`src/hw/rtl/irrf_pkg.sv`:
```
// ----------------------------------------------------------------------------
// irrf_pkg
// Shared types, sizes and tables of the infrared rank filter block.
// ----------------------------------------------------------------------------
package irrf_pkg;

  localparam int RING_DEPTH   = 8;
  localparam int SENSOR_COUNT = 5;

  localparam int CH_W      = 3;
  localparam int SMP_W     = 8;
  localparam int LIN_W     = 7;
  localparam int POS_W     = (RING_DEPTH > 1) ? $clog2(RING_DEPTH) : 1;
  localparam int SENSOR_W  = (SENSOR_COUNT > 1) ? $clog2(SENSOR_COUNT) : 1;
  localparam int MEM_DEPTH = RING_DEPTH * SENSOR_COUNT;
  localparam int ADDR_W    = $clog2(MEM_DEPTH);
  localparam int QUEUE_DEPTH = 2;

  localparam logic [CH_W-1:0]  FRONT_A   = CH_W'(2);
  localparam logic [CH_W-1:0]  FRONT_B   = CH_W'(3);
  localparam logic [SMP_W-1:0] TABLE_TOP = SMP_W'(117);
  localparam logic [SMP_W-1:0] CENTER    = SMP_W'(127);
  localparam logic [SMP_W-1:0] SMP_MAX   = SMP_W'(255);

  localparam logic [SMP_W-1:0] NEAR_THR_RST = SMP_W'(30);
  localparam logic [LIN_W-1:0] MID_SUB_RST  = LIN_W'(48);

  // Register indexes on the configuration port
  localparam logic REG_NEAR_THR = 1'b0;
  localparam logic REG_MID_SUB  = 1'b1;

  // Distance linearization, indexed by the plausible front reading
  localparam logic [LIN_W-1:0] LIN_TABLE [118] = '{
    7'd127, 7'd127, 7'd127, 7'd127, 7'd127, 7'd127, 7'd127, 7'd127, 7'd127, 7'd127,
    7'd127, 7'd127, 7'd127, 7'd127, 7'd127, 7'd127, 7'd127, 7'd127, 7'd127, 7'd127,
    7'd127, 7'd127, 7'd127, 7'd127, 7'd127, 7'd127, 7'd127, 7'd127, 7'd127, 7'd127,
    7'd119, 7'd112, 7'd108, 7'd104, 7'd100, 7'd96,  7'd93,  7'd90,  7'd86,  7'd83,
    7'd80,  7'd77,  7'd74,  7'd71,  7'd69,  7'd66,  7'd64,  7'd62,  7'd61,  7'd59,
    7'd57,  7'd55,  7'd53,  7'd51,  7'd49,  7'd48,  7'd47,  7'd45,  7'd44,  7'd42,
    7'd41,  7'd40,  7'd38,  7'd36,  7'd34,  7'd33,  7'd32,  7'd31,  7'd30,  7'd29,
    7'd28,  7'd27,  7'd26,  7'd25,  7'd24,  7'd23,  7'd22,  7'd21,  7'd20,  7'd19,
    7'd18,  7'd17,  7'd16,  7'd16,  7'd15,  7'd15,  7'd14,  7'd14,  7'd13,  7'd13,
    7'd12,  7'd12,  7'd11,  7'd11,  7'd10,  7'd10,  7'd9,   7'd9,   7'd8,   7'd8,
    7'd7,   7'd7,   7'd6,   7'd6,   7'd5,   7'd5,   7'd4,   7'd4,   7'd3,   7'd3,
    7'd3,   7'd2,   7'd2,   7'd2,   7'd1,   7'd1,   7'd1,   7'd0
  };

  // Clamp a filtered front reading into the table and look it up
  function automatic logic [LIN_W-1:0] lin_front(input logic [SMP_W-1:0] filt,
                                                 input logic [SMP_W-1:0] thr,
                                                 input logic [LIN_W-1:0] mid);
    logic [SMP_W-1:0] idx;
    begin
      if (filt > TABLE_TOP) begin
        idx = TABLE_TOP;
      end else if (filt < thr) begin
        idx = ({1'b0, mid} > TABLE_TOP) ? TABLE_TOP : {1'b0, mid};
      end else begin
        idx = filt;
      end
      lin_front = LIN_TABLE[idx[LIN_W-1:0]];
    end
  endfunction

  // One classified request on its way from front to back
  typedef struct packed {
    logic [SENSOR_W-1:0] ch_idx;
    logic [SMP_W-1:0]    sample;
    logic                has_ring;
    logic                is_fa;
    logic                is_fb;
  } irrf_item_t;

  typedef enum logic [2:0] {
    B_IDLE,
    B_WRITE,
    B_READ,
    B_DRAIN,
    B_CACHE,
    B_EMIT
  } irrf_bstate_e;

endpackage

```
`src/hw/rtl/irrf_front.sv`:
```
// ----------------------------------------------------------------------------
// irrf_front
// Accepts sample requests, classifies the channel and queues them.
// ----------------------------------------------------------------------------
module irrf_front import irrf_pkg::*; (
  input  logic             clk_i,
  input  logic             rst_ni,
  input  logic             in_valid_i,
  output logic             in_ready_o,
  input  logic [CH_W-1:0]  in_channel_i,
  input  logic [SMP_W-1:0] in_sample_i,
  output logic             q_valid_o,
  output irrf_item_t       q_head_o,
  input  logic             q_pop_i
);

  irrf_item_t  entry_q [QUEUE_DEPTH];
  logic        wr_ptr_q, wr_ptr_d;
  logic        rd_ptr_q, rd_ptr_d;
  logic [1:0]  count_q, count_d;
  logic        push;
  irrf_item_t  item;

  always_comb begin
    item.ch_idx   = in_channel_i[SENSOR_W-1:0];
    item.sample   = in_sample_i;
    item.has_ring = ({1'b0, in_channel_i} < (CH_W+1)'(SENSOR_COUNT));
    item.is_fa    = (in_channel_i == FRONT_A);
    item.is_fb    = (in_channel_i == FRONT_B);
  end

  assign in_ready_o = (count_q != 2'(QUEUE_DEPTH));
  assign push       = in_valid_i && in_ready_o;
  assign q_valid_o  = (count_q != 2'd0);
  assign q_head_o   = entry_q[rd_ptr_q];

  always_comb begin
    wr_ptr_d = push ? ~wr_ptr_q : wr_ptr_q;
    rd_ptr_d = q_pop_i ? ~rd_ptr_q : rd_ptr_q;
    count_d  = count_q + 2'(push) - 2'(q_pop_i);
  end

  always_ff @(posedge clk_i or negedge rst_ni) begin
    if (!rst_ni) begin
      wr_ptr_q <= 1'b0;
      rd_ptr_q <= 1'b0;
      count_q  <= 2'd0;
    end else begin
      wr_ptr_q <= wr_ptr_d;
      rd_ptr_q <= rd_ptr_d;
      count_q  <= count_d;
    end
  end

  always_ff @(posedge clk_i) begin
    if (push) begin
      entry_q[wr_ptr_q] <= item;
    end
  end

endmodule

```
`src/hw/rtl/irrf_back.sv`:
```
// ----------------------------------------------------------------------------
// irrf_back
// Writes the ring, walks it for the third smallest entry and forms results.
// ----------------------------------------------------------------------------
module irrf_back import irrf_pkg::*; (
  input  logic             clk_i,
  input  logic             rst_ni,
  input  logic             q_valid_i,
  input  irrf_item_t       q_head_i,
  output logic             q_pop_o,
  input  logic [SMP_W-1:0] near_thr_i,
  input  logic [LIN_W-1:0] mid_sub_i,
  output logic             out_valid_o,
  input  logic             out_ready_i,
  output logic [SMP_W-1:0] out_filtered_o,
  output logic [SMP_W-1:0] out_offset_o,
  output logic             out_crossing_o
);

  irrf_bstate_e state_q, state_d;

  // Ring storage with per-entry valid bits standing in for the reset clear
  logic [SMP_W-1:0]  ring_mem [MEM_DEPTH];
  logic [MEM_DEPTH-1:0] ring_vld_q;
  logic [POS_W-1:0]  wr_pos_q [SENSOR_COUNT];

  irrf_item_t        item_q;
  logic [ADDR_W-1:0] base_q;
  logic [POS_W-1:0]  rd_cnt_q;
  logic [ADDR_W-1:0] wr_addr, rd_addr;
  logic [POS_W-1:0]  cur_pos;
  logic [SMP_W-1:0]  rd_data_q;
  logic              rd_ok_q;
  logic              rd_live_q;
  logic [SMP_W-1:0]  a_q, b_q, c_q, a_d, b_d, c_d, v;
  logic [SMP_W-1:0]  fa_q, fb_q, filt_q;
  logic [LIN_W-1:0]  lin_a, lin_b;

  logic              mem_we, rd_en, load_out, last_rd;

  logic              out_valid_q;
  logic [SMP_W-1:0]  out_filt_q, out_offs_q;
  logic              out_cross_q;

  assign cur_pos = wr_pos_q[item_q.ch_idx];
  assign wr_addr = base_q + ADDR_W'(cur_pos);
  assign rd_addr = base_q + ADDR_W'(rd_cnt_q);
  assign last_rd = (rd_cnt_q == POS_W'(RING_DEPTH - 1));

  // Next state
  always_comb begin
    state_d = state_q;
    case (state_q)
      B_IDLE: begin
        if (q_valid_i) begin
          state_d = q_head_i.has_ring ? B_WRITE : B_EMIT;
        end
      end
      B_WRITE: state_d = B_READ;
      B_READ: begin
        if (last_rd) begin
          state_d = B_DRAIN;
        end
      end
      B_DRAIN: state_d = B_CACHE;
      B_CACHE: state_d = B_EMIT;
      B_EMIT: begin
        if (!out_valid_q || out_ready_i) begin
          state_d = B_IDLE;
        end
      end
      default: state_d = B_IDLE;
    endcase
  end

  // State outputs
  always_comb begin
    q_pop_o  = 1'b0;
    mem_we   = 1'b0;
    rd_en    = 1'b0;
    load_out = 1'b0;
    case (state_q)
      B_IDLE:  q_pop_o  = q_valid_i;
      B_WRITE: mem_we   = 1'b1;
      B_READ:  rd_en    = 1'b1;
      B_EMIT:  load_out = !out_valid_q || out_ready_i;
      default: ;
    endcase
  end

  // Insert the entry just read into the three smallest so far
  always_comb begin
    v   = rd_ok_q ? rd_data_q : '0;
    a_d = a_q;
    b_d = b_q;
    c_d = c_q;
    if (v < a_q) begin
      c_d = b_q;
      b_d = a_q;
      a_d = v;
    end else if (v < b_q) begin
      c_d = b_q;
      b_d = v;
    end else if (v < c_q) begin
      c_d = v;
    end
  end

  assign lin_a = lin_front(fa_q, near_thr_i, mid_sub_i);
  assign lin_b = lin_front(fb_q, near_thr_i, mid_sub_i);

  always_ff @(posedge clk_i) begin
    if (mem_we) begin
      ring_mem[wr_addr] <= item_q.sample;
    end
    if (rd_en) begin
      rd_data_q <= ring_mem[rd_addr];
    end
  end

  always_ff @(posedge clk_i or negedge rst_ni) begin
    if (!rst_ni) begin
      state_q     <= B_IDLE;
      ring_vld_q  <= '0;
      rd_ok_q     <= 1'b0;
      rd_live_q   <= 1'b0;
      out_valid_q <= 1'b0;
      fa_q        <= '0;
      fb_q        <= '0;
      for (int i = 0; i < SENSOR_COUNT; i++) begin
        wr_pos_q[i] <= '0;
      end
    end else begin
      state_q   <= state_d;
      rd_live_q <= rd_en;
      if (rd_en) begin
        rd_ok_q <= ring_vld_q[rd_addr];
      end
      if (mem_we) begin
        ring_vld_q[wr_addr]     <= 1'b1;
        wr_pos_q[item_q.ch_idx] <= (cur_pos == POS_W'(RING_DEPTH - 1)) ?
                                   '0 : cur_pos + POS_W'(1);
      end
      if (state_q == B_CACHE) begin
        if (item_q.is_fa) begin
          fa_q <= c_q;
        end
        if (item_q.is_fb) begin
          fb_q <= c_q;
        end
      end
      if (load_out) begin
        out_valid_q <= 1'b1;
      end else if (out_ready_i) begin
        out_valid_q <= 1'b0;
      end
    end
  end

  always_ff @(posedge clk_i) begin
    if (q_pop_o) begin
      item_q <= q_head_i;
      base_q <= ADDR_W'(ADDR_W'(q_head_i.ch_idx) * ADDR_W'(RING_DEPTH));
      filt_q <= '0;
    end
    if (mem_we) begin
      a_q      <= SMP_MAX;
      b_q      <= SMP_MAX;
      c_q      <= SMP_MAX;
      rd_cnt_q <= '0;
    end else begin
      if (rd_en) begin
        rd_cnt_q <= rd_cnt_q + POS_W'(1);
      end
      if (rd_live_q) begin
        a_q <= a_d;
        b_q <= b_d;
        c_q <= c_d;
      end
    end
    if (state_q == B_CACHE) begin
      filt_q <= c_q;
    end
    if (load_out) begin
      out_filt_q  <= filt_q;
      out_offs_q  <= CENTER + {1'b0, lin_a} - {1'b0, lin_b};
      out_cross_q <= (fa_q < near_thr_i) || (fb_q < near_thr_i);
    end
  end

  assign out_valid_o    = out_valid_q;
  assign out_filtered_o = out_filt_q;
  assign out_offset_o   = out_offs_q;
  assign out_crossing_o = out_cross_q;

  a_pop_has_item: assert property (@(posedge clk_i) disable iff (!rst_ni)
    q_pop_o |-> q_valid_i)
    else $error("pop from empty queue");

  a_write_then_walk: assert property (@(posedge clk_i) disable iff (!rst_ni)
    state_q == B_WRITE |=> state_q == B_READ && rd_cnt_q == '0)
    else $error("ring walk did not start after write");

  a_live_follows_read: assert property (@(posedge clk_i) disable iff (!rst_ni)
    rd_live_q |-> $past(state_q) == B_READ)
    else $error("accumulate without a read");

  a_emit_waits: assert property (@(posedge clk_i) disable iff (!rst_ni)
    (state_q == B_EMIT && out_valid_q && !out_ready_i) |=> state_q == B_EMIT)
    else $error("result dropped while output stalled");

endmodule

```
`src/hw/rtl/ir_rank_filter_center_offset.sv`:
```
// ----------------------------------------------------------------------------
// ir_rank_filter_center_offset
// Five-channel IR rank filter with front centering offset and crossing flag.
// ----------------------------------------------------------------------------
//  Channel   Direction  Ports            Payload (low bit up)
//  s_axis    in         tvalid/tready    tdata: channel[2:0], sample[10:3]
//  m_axis    out        tvalid/tready    tdata: channel_filtered[7:0],
//                                               center_offset[15:8],
//                                               crossing[16]
//  apb       in         psel/penable     0x0 near_threshold, 0x4 middle_substitute
//
//  Sequence: a request passes the back end as pop, ring write, eight ring
//  reads, drain, cache, emit; the eight reads go through the single read
//  port of the ring memory. A channel without a sensor skips the ring and
//  goes from pop straight to emit.
//  Reset: rings read as zero through per-entry valid bits, so no clearing pass.
//  Stalls: a two-entry queue parts intake from the back end, and an output
//  register holds a finished result while the next request is accepted.
// ----------------------------------------------------------------------------
module ir_rank_filter_center_offset import irrf_pkg::*; (
  input  logic        clk_i,
  input  logic        rst_ni,
  // Sample requests
  input  logic        s_axis_tvalid,
  output logic        s_axis_tready,
  input  logic [15:0] s_axis_tdata,   // channel[2:0], sample[10:3], zero fill
  // Results
  output logic        m_axis_tvalid,
  input  logic        m_axis_tready,
  output logic [23:0] m_axis_tdata,   // channel_filtered[7:0], center_offset[15:8],
                                      // crossing[16], zero fill
  // Configuration
  input  logic        psel,
  input  logic        penable,
  input  logic        pwrite,
  input  logic [2:0]  paddr,
  input  logic [31:0] pwdata,
  output logic [31:0] prdata,
  output logic        pready
);

  logic [SMP_W-1:0] near_thr_q;
  logic [LIN_W-1:0] mid_sub_q;
  logic             cfg_wr;

  logic             q_valid, q_pop;
  irrf_item_t       q_head;

  logic [SMP_W-1:0] out_filt, out_offs;
  logic             out_cross;

  // Configuration registers: one write per access phase, reads always ready
  assign pready = 1'b1;
  assign cfg_wr = psel && penable && pwrite && pready;

  always_ff @(posedge clk_i or negedge rst_ni) begin
    if (!rst_ni) begin
      near_thr_q <= NEAR_THR_RST;
      mid_sub_q  <= MID_SUB_RST;
    end else if (cfg_wr) begin
      if (paddr[2] == REG_NEAR_THR) begin
        near_thr_q <= pwdata[SMP_W-1:0];
      end else begin
        mid_sub_q <= pwdata[LIN_W-1:0];
      end
    end
  end

  assign prdata = (paddr[2] == REG_MID_SUB) ? {25'b0, mid_sub_q} : {24'b0, near_thr_q};

  // Intake: classify and queue
  irrf_front u_front (
    .clk_i        (clk_i),
    .rst_ni       (rst_ni),
    .in_valid_i   (s_axis_tvalid),
    .in_ready_o   (s_axis_tready),
    .in_channel_i (s_axis_tdata[2:0]),
    .in_sample_i  (s_axis_tdata[10:3]),
    .q_valid_o    (q_valid),
    .q_head_o     (q_head),
    .q_pop_i      (q_pop)
  );

  // Ring update, rank walk and result forming
  irrf_back u_back (
    .clk_i          (clk_i),
    .rst_ni         (rst_ni),
    .q_valid_i      (q_valid),
    .q_head_i       (q_head),
    .q_pop_o        (q_pop),
    .near_thr_i     (near_thr_q),
    .mid_sub_i      (mid_sub_q),
    .out_valid_o    (m_axis_tvalid),
    .out_ready_i    (m_axis_tready),
    .out_filtered_o (out_filt),
    .out_offset_o   (out_offs),
    .out_crossing_o (out_cross)
  );

  assign m_axis_tdata = {7'b0, out_cross, out_offs, out_filt};

endmodule
```
`config.mk`:
```
export PLATFORM = sky130hd
export DESIGN_NAME = ir_rank_filter_center_offset
export DESIGN_NICKNAME = d
export VERILOG_FILES = /design/src/hw/rtl/irrf_pkg.sv /design/src/hw/rtl/irrf_front.sv /design/src/hw/rtl/irrf_back.sv /design/src/hw/rtl/ir_rank_filter_center_offset.sv
export SDC_FILE = /design/constraint.sdc
export NUM_CORES = 1
export LEC_CHECK = 0
export BUFFER_PORTS_ARGS = -buffer_cell sky130_fd_sc_hd__buf_4
export CAP_MARGIN = 25
export CORE_AREA = 2 2 209 211
export DETAILED_ROUTE_END_ITERATION = 6
export DIE_AREA = 0 0 211 213
export PLACE_DENSITY = 0.86
export SLEW_MARGIN = 25
export SYNTH_ARGS = -nofsm -noshare
export SYNTH_HDL_FRONTEND = slang
export SYNTH_SLANG_ARGS = --single-unit
```
`constraint.sdc`:
```
create_clock -name clk_i -period 4.6 [get_ports clk_i]
set_clock_uncertainty 0.15 [all_clocks]
set_input_delay 0.23 -clock clk_i [delete_from_list [all_inputs] [get_ports clk_i]]
set_output_delay 0.23 -clock clk_i [all_outputs]
set_load 0.03 [all_outputs]
```
==> results.rst <==
.. list-table::
   :header-rows: 1

   * - Metric
     - Value
   * - Internal Dissipation
     - 12.4 mW
   * - Most frequent cells in the layout
     - sky130_fd_sc_hd__edfxtp_1 (394), sky130_fd_sc_hd__buf_4 (166), sky130_fd_sc_hd__nand2_1 (104), sky130_fd_sc_hd__nor2_1 (104), sky130_fd_sc_hd__mux4_2 (96)
   * - Wire length of the first global-routing pass
     - 87.3 mm
   * - Count of buffering cells on the critical path with inverters included
     - 3
   * - DRC marker count from the first detailed-route iteration
     - 1437
   * - Via count
     - 14477
   * - CTS Buffer Depth
     - 3
   * - Worst hold slack after final layout
     - 0.0875 ns
   * - Flops & latches, synth
     - 517
   * - Total chip power
     - 19.6 mW
   * - Dominant register cell in the synthesized netlist
     - sky130_fd_sc_hd__edfxtp_1
   * - Weighted congestion at the end of routability-driven global placement
     - 0.907
   * - Core Rows
     - 76
   * - Vias in the first global route
     - 14619
   * - Height of the die
     - 213 µm
   * - Average wire length per cell after detail routing
     - 25.0 µm
   * - Switch share
     - 36.6%
   * - Total global-route track usage
     - 25.9%
   * - Achievable clock frequency
     - 225 MHz
   * - Number of nets with antenna violations after routing
     - 0
   * - Total Wirelength
     - 58.1 mm
   * - Root cell of the clock tree
     - sky130_fd_sc_hd__clkbuf_16
   * - Clk pin slew, worst setup/hold paths
     - 0.07 ns
   * - Fraction of layout instances using a drive strength above 1
     - 29.6%
   * - Number of buffers created by CTS
     - 49
   * - Non-filler instance count after layout
     - 2328
   * - Largest delay share family, worst path
     - compound AO/OA/AOI/OAI gates
   * - Top-level I/O count
     - 117
   * - Slew margin rel.
     - 34.7%
   * - Count of cell types in the netlist
     - 76
   * - Fin crit period
     - 4.44 ns
   * - Footprint of the multi-input gates
     - 8010 µm²
   * - Switching Power
     - 7.16 mW
   * - Worst setup path class
     - flip-flop to flip-flop
   * - Run status
     - finished clean
   * - FFs w/ async S/R, synth
     - 18.6%
   * - Sequential Power Share
     - 35.0%
   * - Antenna cells
     - 0
   * - Cell-by-cell trace of the critical path
     - inv_2, ha_1, a2111oi_4, o311ai_4, buf_4, mux2i_4, buf_4, ha_1, mux2_2, mux2i_2, a221oi_2, o22ai_2, ha_1, a21o_1, a21oi_2, o21bai_1, a21oi_2, nor2b_1, o21ai_0, nand2b_1
   * - Final non-filler cell area
     - 27000 µm²
   * - Largest net degree at the start of global routing
     - 66
   * - Critical Path Start Type
     - flip-flop
   * - Number of nets in the finished design
     - 1863
   * - Core Area
     - 42700 µm²
   * - Area of all sequential standard cells
     - 14800 µm²
   * - Max IR drop VDD
     - 0.484 mV
   * - Synth Area per Inst
     - 14.8 µm²
   * - Setup_tns
     - 0 ns
   * - Number of design rule violations left after detail routing
     - 0
   * - Leakage power total
     - 10.1 nW
   * - Least-Margin Pin Slew
     - 0.976 ns
   * - Fill cell instance count of the final layout
     - 2871
   * - Number of enable flip-flop cells after synthesis
     - 394
   * - Die X-Extent
     - 211 µm
   * - Most prevalent standard cell on the critical path
     - sky130_fd_sc_hd__ha_1
   * - Cell Pwr Density
     - 726 nW/µm²
   * - Worst min-delay path category
     - primary input to async pin
   * - Number of instances in the synthesized netlist
     - 1571
   * - CTS tree
     - done
   * - Largest stage delay, worst path
     - 0.54 ns
   * - Count of TritonRoute iterations in the first routing pass
     - 7
   * - H-tree level count
     - 2
   * - Antenna violations before repair
     - 0
   * - Total congestion overflow after global routing
     - 0
   * - Clk network pwr share
     - 20.8%
   * - Skew-Pair Late Insertion Delay
     - 0.59 ns
   * - Effective utilization at floorplan
     - 54.3%
   * - Data arrival time at the worst-slack endpoint
     - 4.62 ns
   * - Post-layout worst setup margin
     - 0.157 ns
   * - Slowest CP cell
     - sky130_fd_sc_hd__dfstp_2
   * - Total of buffers placed on input and output ports
     - 53
   * - Final count of hold timing violations
     - 0
   * - Layout overhead on the synthesized area
     - 16.3%
   * - Number of endpoints failing setup at the final stage
     - 0
   * - Half-perimeter wire length after placement
     - 35.4 mm
   * - Seq/Total Area, Yosys
     - 63.7%
   * - Core occupancy in the finished layout
     - 63.2%
   * - Combinational share of power
     - 44.3%
   * - Crit path max fanout
     - 4
   * - Clock sink count
     - 517
   * - Synthesized cell area
     - 23200 µm²
   * - Post-DR vias/cell
     - 6.22
   * - Critical Path Sink Type
     - flip-flop
   * - Yosys Warn Count
     - 0
   * - Final clock period utilization by the worst path
     - 96.6%
   * - Final count of pins violating max slew
     - 0
   * - Minimum setup slack after placement
     - -0.271 ns
   * - DIE AREA
     - 44900 µm²
   * - Max-Cap Viols
     - 0
   * - Most frequent standard cell in the layout excluding fill and tap cells
     - sky130_fd_sc_hd__edfxtp_1
   * - Data required, critical path
     - 4.78 ns
   * - # placed instances
     - 2204
   * - Placed inst area
     - 24800 µm²
## registers in the layout, summed over array words and instances, names as in the netlist, 7 cells and up
name                   count
mid_sub_q                  7
near_thr_q                 8
u_back.a_q                 8
u_back.b_q                 8
u_back.c_q                 8
u_back.fa_q                8
u_back.fb_q                8
u_back.filt_q              8
u_back.item_q             13
u_back.out_filtered_o      8
u_back.out_offset_o        8
u_back.rd_data_q           8
u_back.ring_mem          320
u_back.ring_vld_q         40
u_back.wr_pos_q           15
u_front.entry_q           28
## area by class of cell
class	count	share of cell area, %
clock buffers	64	5.01
clock inverters	27	0.978
inverters	62	0.867
multi-input cells	913	29.7
flip-flops and latches	517	54.8
well taps	546	2.53
repair buffers	199	6.14
## worst paths after layout
kind | from | endpoint | slack, ns | cells after the start
worst max-delay path | near_thr_q[1] | u_back.out_offset_o[7] | 0.16 | 20
worst min-delay path | rst_ni | u_back.ring_vld_q[27] | 0.09 | 2
worst max register to register | near_thr_q[1] | u_back.out_offset_o[7] | 0.16 | 20
worst min register to register | u_back.filt_q[2] | u_back.out_filtered_o[2] | 0.27 | 0
max in group asynchronous | rst_ni | mid_sub_q[4] | 3.23 | 3
min in group clk_i | pwrite | mid_sub_q[1] | 0.14 | 3
## power by group through the flow
stage / clock network [mW] / logic (mW) / registers (mW)
final: 4.07 / 8.67 / 6.85
after global routing: 4.25 / 9.32 / 6.93
after CTS: 4.08 / 7.96 / 6.84
after detailed placement: 0 / 7.72 / 6.90
after global placement: 0 / 7.46 / 6.87
after floorplan: 0 / 4.99 / 6.81
## routing by layer
metal / global-route usage (%) / part of all wire (%)
met3: 3.96 / 6.7
met2: 47.1 / 53
met5: 0.445 / 0
met1: 30.9 / 36
met4: 10.8 / 4.2
## cell families (layout without fill, tap and decap cells)
| family | after synthesis | after routing | synth area share (%) |
|---|---|---|---|
| flops | 517 | 517 | 63.7 |
| simple gates | 352 | 352 | 7.17 |
| compound gates | 243 | 243 | 7.01 |
| mux | 209 | 209 | 14.6 |
| buf+inv | 171 | 352 | 3.49 |
| fa+ha+maj | 63 | 63 | 3.43 |
| xor+xnor | 14 | 14 | 0.529 |
| other cells | 2 | 32 | 0.0324 |
## Yosys cell counts, drive strengths merged (9+ instances only)
| cell | instances | area (µm²) |
|---|---|---|
| edfxtp | 394 | 11800 |
| nor2 | 106 | 398 |
| nand2 | 104 | 390 |
| mux4 | 96 | 2160 |
| dfrtp | 90 | 2250 |
| mux2 | 68 | 769 |
| buf | 64 | 408 |
| ha | 62 | 776 |
| inv | 59 | 221 |
| a21oi | 58 | 294 |
| o21ai | 51 | 255 |
| clkbuf | 45 | 169 |
| mux2i | 45 | 463 |
| or2 | 44 | 275 |
| dfxtp | 27 | 541 |
| o211ai | 22 | 170 |
| nor3 | 18 | 90.1 |
| o22ai | 18 | 113 |
| nand3 | 17 | 85.1 |
| xnor2 | 13 | 114 |
| and2 | 11 | 68.8 |
| a21o | 10 | 75.1 |
| nand4 | 9 | 56.3 |
## worst reg2reg max path, stage by stage, from the launching register on
cell	delay [ns]
sky130_fd_sc_hd__dfstp_2	0.54
sky130_fd_sc_hd__inv_2	0.04
sky130_fd_sc_hd__ha_1	0.32
sky130_fd_sc_hd__a2111oi_4	0.36
sky130_fd_sc_hd__o311ai_4	0.16
sky130_fd_sc_hd__buf_4	0.18
sky130_fd_sc_hd__mux2i_4	0.19
sky130_fd_sc_hd__buf_4	0.16
sky130_fd_sc_hd__ha_1	0.19
sky130_fd_sc_hd__mux2_2	0.27
sky130_fd_sc_hd__mux2i_2	0.17
sky130_fd_sc_hd__a221oi_2	0.10
sky130_fd_sc_hd__o22ai_2	0.24
sky130_fd_sc_hd__ha_1	0.30
sky130_fd_sc_hd__a21o_1	0.17
sky130_fd_sc_hd__a21oi_2	0.15
sky130_fd_sc_hd__o21bai_1	0.10
sky130_fd_sc_hd__a21oi_2	0.14
sky130_fd_sc_hd__nor2b_1	0.05
sky130_fd_sc_hd__o21ai_0	0.13
sky130_fd_sc_hd__nand2b_1	0.07
## repair_timing
item                                    in CTS  in global routing
setup buffers                                1                  9
hold endpoints to repair                   110                  0
endpoints found under the setup margin       4                  5
pin swaps                                    4                 28
gates cloned                                 0                  1
gates resized for setup                     13                 51
hold buffers                                22                  0
Note: power is estimated with default switching activity, not from simulation.
